**src/sv/i2dec_pkg.sv**
```systemverilog
// Shared constants, types and state codes for the signed integer to decimal text core.
// No dependencies; every other file imports this package.
package i2dec_pkg;

  // Width of the converted value (two's complement).
  localparam int VALUE_BITS = 32;
  // Decimal digits of the largest magnitude, 2**(VALUE_BITS-1).
  localparam int DIGITS     = ((VALUE_BITS - 1) * 30103) / 100000 + 1;
  localparam int BCD_W      = 4 * DIGITS;
  localparam int CNT_W      = $clog2(VALUE_BITS + 1);
  localparam int LEFT_W     = $clog2(DIGITS + 1);

  localparam logic [7:0] DIGIT_ZERO = 8'h30;
  localparam logic [7:0] MINUS_SIGN = 8'h2D;
  localparam logic [7:0] TERMINATOR = 8'h00;

  typedef enum logic [1:0] {
    EMIT_IDLE,
    EMIT_SIGN,
    EMIT_DIGITS,
    EMIT_TERM
  } emit_state_e;

  // Status from the converter to the character emitter.
  typedef struct packed {
    logic done;
    logic neg;
  } conv_status_t;

endpackage

```
**src/sv/signed_int_to_decimal_text_core.sv**
```systemverilog
// Top level of the signed integer to decimal ASCII text converter.
// Depends on i2dec_pkg, i2dec_dabble and i2dec_emit.
//
//   channel  | ports                                  | flow
//   ---------+----------------------------------------+-------------------------------
//   request  | start_i, busy_o, value_i               | taken when start_i & !busy_o
//   result   | result_valid_o, character_o,           | registered characters,
//            | last_char_o                            | no back-pressure
//
// Sequence: a request passes through the shift-and-add-3 converter (one magnitude bit
// per cycle), a handover to the emitter, then a minus sign if negative, one step per
// BCD digit slot (DIGITS) and the terminator. The bit-serial converter and the digit
// shifter set the pace; one request is in flight at a time.
// Reset: asynchronous, active low; clears all control state, no clearing pass.
// Stalls: the receiver cannot stall; busy_o holds off new requests until the
// terminator has left the emitter.
module signed_int_to_decimal_text_core
  import i2dec_pkg::*;
(
  input  logic                  clk_i,
  input  logic                  rst_ni,
  input  logic                  start_i,
  output logic                  busy_o,
  input  logic [VALUE_BITS-1:0] value_i,
  output logic                  result_valid_o,
  output logic [7:0]            character_o,
  output logic                  last_char_o
);

  logic             conv_busy;
  logic             emit_busy;
  logic             accept;
  conv_status_t     conv_stat;
  logic [BCD_W-1:0] bcd;

  // Accept a request only when both the converter and the emitter are free.
  assign accept = start_i & ~busy_o;
  assign busy_o = conv_busy | emit_busy;

  // Convert the magnitude to packed BCD, one bit per cycle.
  i2dec_dabble u_dabble (
    .clk_i    (clk_i),
    .rst_ni   (rst_ni),
    .load_i   (accept),
    .value_i  (value_i),
    .busy_o   (conv_busy),
    .status_o (conv_stat),
    .bcd_o    (bcd)
  );

  // Walk the digits out most significant first, dropping leading zeros.
  i2dec_emit u_emit (
    .clk_i    (clk_i),
    .rst_ni   (rst_ni),
    .status_i (conv_stat),
    .bcd_i    (bcd),
    .busy_o   (emit_busy),
    .valid_o  (result_valid_o),
    .char_o   (character_o),
    .last_o   (last_char_o)
  );

  // The terminator is always a zero byte.
  assert property (@(posedge clk_i) disable iff (!rst_ni)
    result_valid_o && last_char_o |-> character_o == TERMINATOR)
    else $error("terminator result carries a nonzero byte");

  // Every other character is a minus sign or a decimal digit.
  assert property (@(posedge clk_i) disable iff (!rst_ni)
    result_valid_o && !last_char_o |->
      (character_o == MINUS_SIGN) ||
      (character_o >= DIGIT_ZERO && character_o <= DIGIT_ZERO + 8'd9))
    else $error("non-terminator result is not a sign or digit");

  // An accepted request keeps the core busy on the next cycle.
  assert property (@(posedge clk_i) disable iff (!rst_ni)
    accept |=> busy_o)
    else $error("core not busy after accepting a request");

  // The converter hands over only to an idle emitter.
  assert property (@(posedge clk_i) disable iff (!rst_ni)
    conv_stat.done |-> !emit_busy)
    else $error("conversion finished while emitter still busy");

endmodule

```
**src/sv/i2dec_dabble.sv**
```systemverilog
// Bit-serial binary to BCD converter (shift and add-3), one magnitude bit per cycle.
// Depends on i2dec_pkg.
module i2dec_dabble
  import i2dec_pkg::*;
(
  input  logic                  clk_i,
  input  logic                  rst_ni,
  input  logic                  load_i,
  input  logic [VALUE_BITS-1:0] value_i,
  output logic                  busy_o,
  output conv_status_t          status_o,
  output logic [BCD_W-1:0]      bcd_o
);

  logic [VALUE_BITS-1:0] bin_q, bin_d;
  logic [BCD_W-1:0]      bcd_q, bcd_d;
  logic [CNT_W-1:0]      cnt_q, cnt_d;
  logic                  busy_q, busy_d;
  logic                  done_q, done_d;
  logic                  neg_q, neg_d;
  logic [BCD_W-1:0]      adj;
  logic [VALUE_BITS-1:0] mag;

  // Add 3 to every digit of 5 or more before the shift.
  always_comb begin
    for (int i = 0; i < DIGITS; i++) begin
      adj[4*i +: 4] = (bcd_q[4*i +: 4] >= 4'd5) ? bcd_q[4*i +: 4] + 4'd3 : bcd_q[4*i +: 4];
    end
  end

  assign mag = value_i[VALUE_BITS-1] ? (~value_i) + VALUE_BITS'(1) : value_i;

  always_comb begin
    bin_d  = bin_q;
    bcd_d  = bcd_q;
    cnt_d  = cnt_q;
    busy_d = busy_q;
    neg_d  = neg_q;
    done_d = 1'b0;
    if (load_i) begin
      bin_d  = mag;
      bcd_d  = '0;
      cnt_d  = CNT_W'(VALUE_BITS);
      busy_d = 1'b1;
      neg_d  = value_i[VALUE_BITS-1];
    end else if (busy_q) begin
      bcd_d = {adj[BCD_W-2:0], bin_q[VALUE_BITS-1]};
      bin_d = bin_q << 1;
      cnt_d = cnt_q - CNT_W'(1);
      if (cnt_q == CNT_W'(1)) begin
        busy_d = 1'b0;
        done_d = 1'b1;
      end
    end
  end

  always_ff @(posedge clk_i or negedge rst_ni) begin
    if (!rst_ni) begin
      busy_q <= 1'b0;
      done_q <= 1'b0;
      cnt_q  <= '0;
    end else begin
      busy_q <= busy_d;
      done_q <= done_d;
      cnt_q  <= cnt_d;
    end
  end

  always_ff @(posedge clk_i) begin
    bin_q <= bin_d;
    bcd_q <= bcd_d;
    neg_q <= neg_d;
  end

  assign busy_o        = busy_q | done_q;
  assign status_o.done = done_q;
  assign status_o.neg  = neg_q;
  assign bcd_o         = bcd_q;

endmodule

```
**src/sv/i2dec_emit.sv**
```systemverilog
// Character emitter: minus sign if negative, digits without leading zeros, then the terminator.
// Depends on i2dec_pkg; fed by i2dec_dabble.
module i2dec_emit
  import i2dec_pkg::*;
(
  input  logic             clk_i,
  input  logic             rst_ni,
  input  conv_status_t     status_i,
  input  logic [BCD_W-1:0] bcd_i,
  output logic             busy_o,
  output logic             valid_o,
  output logic [7:0]       char_o,
  output logic             last_o
);

  emit_state_e       state_q, state_d;
  logic [BCD_W-1:0]  sh_q, sh_d;
  logic [LEFT_W-1:0] left_q, left_d;
  logic              started_q, started_d;
  logic              valid_q, valid_d;
  logic [7:0]        char_q, char_d;
  logic              last_q, last_d;
  logic [3:0]        top;

  assign top = sh_q[BCD_W-1 -: 4];

  // Next state.
  always_comb begin
    state_d = state_q;
    case (state_q)
      EMIT_IDLE: begin
        if (status_i.done) begin
          state_d = status_i.neg ? EMIT_SIGN : EMIT_DIGITS;
        end
      end
      EMIT_SIGN:   state_d = EMIT_DIGITS;
      EMIT_DIGITS: begin
        if (left_q == LEFT_W'(1)) begin
          state_d = EMIT_TERM;
        end
      end
      EMIT_TERM:   state_d = EMIT_IDLE;
      default:     state_d = EMIT_IDLE;
    endcase
  end

  // Outputs and datapath.
  always_comb begin
    sh_d      = sh_q;
    left_d    = left_q;
    started_d = started_q;
    valid_d   = 1'b0;
    char_d    = char_q;
    last_d    = 1'b0;
    case (state_q)
      EMIT_IDLE: begin
        if (status_i.done) begin
          sh_d      = bcd_i;
          left_d    = LEFT_W'(DIGITS);
          started_d = 1'b0;
        end
      end
      EMIT_SIGN: begin
        valid_d = 1'b1;
        char_d  = MINUS_SIGN;
      end
      EMIT_DIGITS: begin
        // Drop leading zeros, but always keep the final digit.
        if (top != 4'd0 || started_q || left_q == LEFT_W'(1)) begin
          valid_d   = 1'b1;
          char_d    = DIGIT_ZERO + {4'h0, top};
          started_d = 1'b1;
        end
        sh_d   = sh_q << 4;
        left_d = left_q - LEFT_W'(1);
      end
      EMIT_TERM: begin
        valid_d = 1'b1;
        char_d  = TERMINATOR;
        last_d  = 1'b1;
      end
      default: begin
        valid_d = 1'b0;
      end
    endcase
  end

  always_ff @(posedge clk_i or negedge rst_ni) begin
    if (!rst_ni) begin
      state_q   <= EMIT_IDLE;
      valid_q   <= 1'b0;
      last_q    <= 1'b0;
      started_q <= 1'b0;
      left_q    <= '0;
    end else begin
      state_q   <= state_d;
      valid_q   <= valid_d;
      last_q    <= last_d;
      started_q <= started_d;
      left_q    <= left_d;
    end
  end

  always_ff @(posedge clk_i) begin
    sh_q   <= sh_d;
    char_q <= char_d;
  end

  assign busy_o  = (state_q != EMIT_IDLE);
  assign valid_o = valid_q;
  assign char_o  = char_q;
  assign last_o  = last_q & valid_q;

endmodule
```
**config.mk**
```make
export PLATFORM = sky130hd
export DESIGN_NAME = signed_int_to_decimal_text_core
export DESIGN_NICKNAME = d
export VERILOG_FILES = /design/src/sv/i2dec_pkg.sv /design/src/sv/signed_int_to_decimal_text_core.sv /design/src/sv/i2dec_dabble.sv /design/src/sv/i2dec_emit.sv
export SDC_FILE = /design/constraint.sdc
export NUM_CORES = 1
export LEC_CHECK = 0
export ABC_AREA = 1
export BUFFER_PORTS_ARGS = -buffer_cell sky130_fd_sc_hd__buf_4
export CAP_MARGIN = 10
export CORE_ASPECT_RATIO = 0.75
export CORE_MARGIN = 4
export CORE_UTILIZATION = 31
export DETAILED_ROUTE_END_ITERATION = 8
export PLACE_DENSITY_LB_ADDON = 0.3
export SETUP_SLACK_MARGIN = 0.2
export SYNTH_ARGS = -nofsm -noshare
export SYNTH_HDL_FRONTEND = slang
export SYNTH_SLANG_ARGS = --single-unit
```
**constraint.sdc**
```tcl
create_clock -name clk_i -period 2.5 [get_ports clk_i]
set_input_delay 0.125 -clock clk_i [delete_from_list [all_inputs] [get_ports clk_i]]
set_output_delay 0.125 -clock clk_i [all_outputs]
set_load 0.005 [all_outputs]
```
=== Word-level counts from Yosys, hierarchy flattened ===
Index checks and enable logic that the tools add are counted.

* Register bits after elaboration: 138
* Input port bits: 35
* Output and inout bits: 11
* Word-level logic and storage cells: 101

* Add/sub/neg operators: 14
* $lt $le $gt $ge: 10
* Equal/unequal tests: 8
* Muxes and demuxes: 37
* Bitwise operators: 6
* Reductions and logical operators: 13

{| class="wikitable"
|+ Operators with widths
! kind !! number
|-
| 32-bit 2-to-1 mux || 3
|-
| 40-bit one-hot mux with 2 select lines || 1
|-
| 4-bit by 3-bit >= comparator with 1-bit output, second input constant || 10
|-
| 4-bit 2-to-1 mux || 10
|-
| 40-bit 2-to-1 mux || 1
|-
| 4-bit by 2-bit adder with 4-bit output, second input constant || 9
|-
| 32-bit by 1-bit adder with 32-bit output, second input constant || 1
|-
| 32-bit inverter || 1
|-
| 8-bit one-hot mux with 3 select lines || 1
|-
| 6-bit 2-to-1 mux || 2
|-
| 1-bit 2-to-1 mux || 10
|-
| 8-bit 2-to-1 mux || 1
|-
| 2-bit one-hot mux with 4 select lines || 1
|-
| 4-bit one-hot mux with 2 select lines || 1
|-
| 6-bit by 4-bit adder with 7-bit output, first input constant || 1
|-
| 6-bit by 1-bit equality test with 1-bit output, second input constant || 1
|-
| 2-bit 2-to-1 mux || 3
|-
| 2-bit AND reduction || 3
|-
| 2-bit nonzero test || 3
|-
| 6-bit by 1-bit subtractor with 6-bit output, second input constant || 1
|-
| 2-bit equality test, second input constant || 2
|-
| 4-bit by 1-bit equality test with 1-bit output, second input constant || 1
|-
| 2-bit by 1-bit != test with 1-bit output, second input constant || 2
|-
| 1-bit one-hot mux with 2 select lines || 2
|-
| 14 further kinds || 17
|}

=== Longest topological paths before layout ===
* Depth after elaboration: 5
* Gate-level depth with buffers: 11
* Gate-level depth less buffers: 11

=== Cells and area by module ===
From an unflattened synthesis, not the netlist that was laid out.

* Cell total of the unflattened synthesis: 891
* Area total of the unflattened synthesis: 7370.8 µm²

{| class="wikitable"
|+ Modules (own cells, without submodules)
! module !! times used !! cells each !! area each (µm²) !! sequential area each (µm²)
|-
| i2dec_dabble || 1 || 635 || 4860.9 || 1991.9
|-
| i2dec_emit || 1 || 251 || 2486.1 || 1606.5
|-
| signed_int_to_decimal_text_core || 1 || 5 || 23.8 || 0.0
|}

=== Worst setup path after synthesis ===
OpenSTA, ideal clock, no wires.

* Path type: register -> register
* From: reg u_emit.state_q[0]
* To: reg u_emit.left_q[3]
* Library setup time: 68 ps
* Arrival: 2004 ps
* Data required time: 2432 ps
* Slack: 428 ps
* Stages on the path, launching flop included: 11
* Buffers on the path: 0
* Period minus slack after synthesis: 2072 ps
* Cells stage by stage: dfrtp_1 -> inv_1 -> ha_1 -> inv_1 -> nor2_4 -> inv_1 -> o21ai_0 -> inv_2 -> nand4_1 -> or2_1 -> nand3_1

* Word-level cells in the longest chain between the ends: 3
* Elaborated cells on any way between the ends: 6
* Classes of those cells: eq/ne: 2; mux: 1; reduce/logical: 3

{| class="wikitable"
|+ RTL lines
! item !! line !! RTL
|-
| from (decl) || i2dec_emit.sv:16 || <nowiki>emit_state_e state_q, state_d;</nowiki>
|-
| from (signal assigned) || i2dec_emit.sv:96 || <nowiki>state_q <= state_d;</nowiki>
|-
| 2-bit equality test or 2-bit logical NOT (tied branches) || i2dec_emit.sv:55 || <nowiki>case (state_q)</nowiki>
|-
| 2-bit nonzero test (no line) or 2-bit != test (tied branches) || - ||
|-
| 2-bit AND reduction (no line) || - ||
|-
| to (signal assigned) || i2dec_emit.sv:100 || <nowiki>left_q <= left_d;</nowiki>
|-
| to (decl) || i2dec_emit.sv:18 || <nowiki>logic [LEFT_W-1:0] left_q, left_d;</nowiki>
|}

Parallel ways exist; a longest one is shown, timed or not.
A chain may end at the register's enable or synchronous reset.

=== Final worst setup path ===
Ends and elaborated chain as after synthesis.

==> results.md <==
- EDFF count, synth: 79
- CTS max path bufs: 2
- Ys async rst share: 0.1250
- Sequential share of power: 0.390
- Max Clk Rate: 0.5104 GHz
- Ys flop type: edfxtp_1
- Io pins: 46
- Worst skew pair latency: 0.42 ns
- Post-Syn Instances: 870
- Sequential area share after synthesis: 0.4902
- RSZ-0062 raised after global routing: no
- Setup CP Type: reg2reg
- R2R Setup Slk: 0.54 ns
- Final setup TNS: 0 ns
- Pin count of the biggest net entering global routing: 79
- Largest area contributor in the netlist: edfxtp_1
- Drt initial violations: 382
- Antenna violations before repair: 0
- P&R area growth vs syn: 16.96%
- NetSw: 4.270 mW
- Pre-antenna DRT Iters: 5
- Max-cap violations: 0
- Final Setup Violations: 0
- Reg2reg end: u_emit.left_q[3]$_DFFE_PN0P_
- Port Buf Inserts: 43
- YS warnings: 0
- First-pass GRT wire length: 26.52 mm
- CP Data Arrival Time: 2.31 ns
- Sw Ratio: 0.3718
- Int Power: 7.215 mW
- Top post-synthesis cells by area: edfxtp_1 32%, dfxtp_1 11%, nand2_1 10%, o21ai_0 8.0%, dfrtp_1 5.8%
- Worst hold path cell count: 3
- Clock root cell: clkbuf_16
- Crit share post-route: 0.7836
- Gr usage total: 0.1255
- Final Util: 0.3713
- Req. time, crit path: 2.85 ns
- Post-DRT Antenna Nets: 0
- Fin. Hold Viols: 0
- Post-DR wirelength/cell: 12.81 µm
- CP Max Fanout: 44
- Clk pwr share: 0.223
- Hold Crit Start: value_i[0]
- Vias in the first global route: 5,321
- R2r startpoint: u_emit.state_q[0]$_DFFE_PN0P_
- CTS Buf Count: 17
- PwrDens: 1338 nW/µm²
- Gp weighted congestion: 0.8137
- Via count: 5,682
- Total wire length: 15.69 mm
- Initial core utilization: 0.3175
- Row cnt: 48
- Core box area: 23,120 µm²
- Worst Hold Class: in2reg
- Worst-Margin Slew: 0.5348 ns
- Cell Area, Synth: 7341 µm²
- Total power: 11.49 mW
- Final min period: 1.959 ns
- DP HPWL: 10.58 mm
- Clock Skew: 0.007741 ns
- Cell variety after synth: 41
- Die area: 26,230 µm²
- Worst VDD drop: 0.6202 mV
- Die width: 185.7 µm
- Comb pwr share: 0.387
- Clock sink count: 136
- Via density: 4.638
- Fraction of layout cells with a size suffix above 1: 0.1330
- CTS tree: done
- Height of the chip: 141.3 µm
- GRT Residual Overflow: 0
- Yosys top cell area share: 0.3232
- P_leak: 3.834 nW
- Status: complete, no violations
- Syn_area_per_cell: 8.438 µm²
- DRC viols: 0
- Antenna cells: 0
- Hold Path End: u_dabble.bin_q[0]$_SDFFCE_PP0P_
- CTS H-Tree Depth: 4
- Yosys reg bits: 136
- Nets@finish: 979
- Setup bufs post-CTS: 0
- CP Launch Type: flip-flop
- Final Slew Violations: 0
- CP Capture Type: flip-flop
- R2R cell count: 11
- Rel. slew slack: 0.6435
- Worst-path clk slew: 0.06 ns
[how the worst max path moves through the flow]
stage | from | end | slack [ns] | cells after the start
CTS | u_emit.state_q[0]$_DFFE_PN0P_ | u_emit.left_q[3]$_DFFE_PN0P_ | 0.51 | 11
finish | u_emit.state_q[0]$_DFFE_PN0P_ | u_emit.left_q[3]$_DFFE_PN0P_ | 0.54 | 11
floorplan | u_emit.state_q[0]$_DFFE_PN0P_ | u_emit.left_q[3]$_DFFE_PN0P_ | 0.43 | 10
global route | u_emit.state_q[0]$_DFFE_PN0P_ | u_emit.left_q[3]$_DFFE_PN0P_ | 0.32 | 11
global placement | u_emit.state_q[0]$_DFFE_PN0P_ | u_emit.left_q[3]$_DFFE_PN0P_ | 0.57 | 11
detailed placement | u_emit.state_q[0]$_DFFE_PN0P_ | u_emit.left_q[3]$_DFFE_PN0P_ | 0.52 | 11
[metrics by stage]
stage	std cells	area [µm²]	hold WS, ns	worst slack [ns]
after floorplan	871	7345	-0.1706	0.4277
after global placement	1192	7973	0.006669	0.5711
after detailed placement	1192	7973	0.008309	0.5241
after CTS	1225	8586	0.05764	0.5121
after global routing	1225	8586	0.08442	0.3211
final	1225	8586	0.07141	0.5409
[critical path: stages (launching register included)]
cell,delay [ns]
dfrtp_1,0.42
inv_1,0.12
ha_1,0.22
inv_1,0.09
nor2_4,0.04
inv_1,0.09
o21ai_0,0.15
inv_2,0.11
buf_12,0.23
nand4_1,0.14
or2_1,0.23
nand3_1,0.06
[synthesized netlist by cell type (2+ instances only)]
cell type and instances:
nand2_2 3, dfrtp_1 17, o21ai_0 117, buf_6 6, nor3_1 3, nand3_1 62
nand3b_1 3, o21ai_2 3, a21oi_1 32, nand4_1 8, nor2_2 2, or2_2 2
nor2_4 2, a31oi_1 2, edfxtp_1 79, nor2_1 54, xnor2_1 2, o21ai_1 5
buf_2 15, nand2_1 204, ha_1 32, o31ai_2 3, clkbuf_1 9, xor2_1 18
buf_4 2, dfxtp_1 40, inv_1 106, o211ai_2 10, o211ai_1 5, inv_2 13
[layout make-up]
type	instances	area, µm²
Timing Repair Buffer	55	452.9
Fill cell	2307	14540
Clock inverter	8	121.4
Multi-Input combinational cell	583	3109
Clock buffer	24	481.7
Inverter	119	446.7
Tap cell	300	375.4
Sequential cell	136	3598
[registers in the layout, summed over array words and instances, names as in the netlist]
register,flops
u_dabble.bcd_o,40
u_emit.sh_q,40
u_dabble.bin_q,32
u_dabble.cnt_q,6
u_emit.char_o,6
u_emit.left_q,4
u_emit.state_q,2
u_dabble.busy_q,1
u_dabble.done_q,1
u_dabble.neg_q,1
u_emit.last_q,1
u_emit.started_q,1
u_emit.valid_o,1
[kinds of logic after synthesis]
group / after synthesis / share of synthesized area
simple gates: 347 / 0.2006
fa+ha+maj: 32 / 0.05454
flops: 136 / 0.4902
xor+xnor: 20 / 0.02386
buf+inv: 152 / 0.08744
compound gates: 182 / 0.1428
other cells: 1 / 0.0005108
[power groups by stage]
stage,registers (mW),clock network [mW],logic (mW)
6_report,4.47,2.56,4.45
5_1_grt,4.61,2.73,5.20
4_1_cts,4.48,2.62,4.51
3_5_place_dp,4.50,0,4.49
3_3_place_gp,4.49,0,4.45
2_1_floorplan,4.41,0,3.33
[timing repair]
item | in CTS | in global routing
hold buffers | 1 | 0
hold endpoints to repair | 17 | 0
resized for setup | 0 | 0
[cells in the final DEF, fill, tap and decap left out, drive strengths merged, types with 24 or more instances in the layout]
cell type	count
clkbuf	24
inv	119
o21ai	125
nand3	62
dfxtp	40
nor2	59
nand2	207
buf	54
a21oi	32
edfxtp	79
ha	32
[per-layer routing]
metal | global-route usage | wire length (µm) | vias up
met3 | 0.02922 | 740 | 14
met2 | 0.1829 | 6459 | 108
met4 | 0.03565 | 168 | 0
li1 | - | - | 2964
met1 | 0.1863 | 8322 | 2596
met5 | 0 | 0 | -
Note: power is estimated with default switching activity, not from simulation.
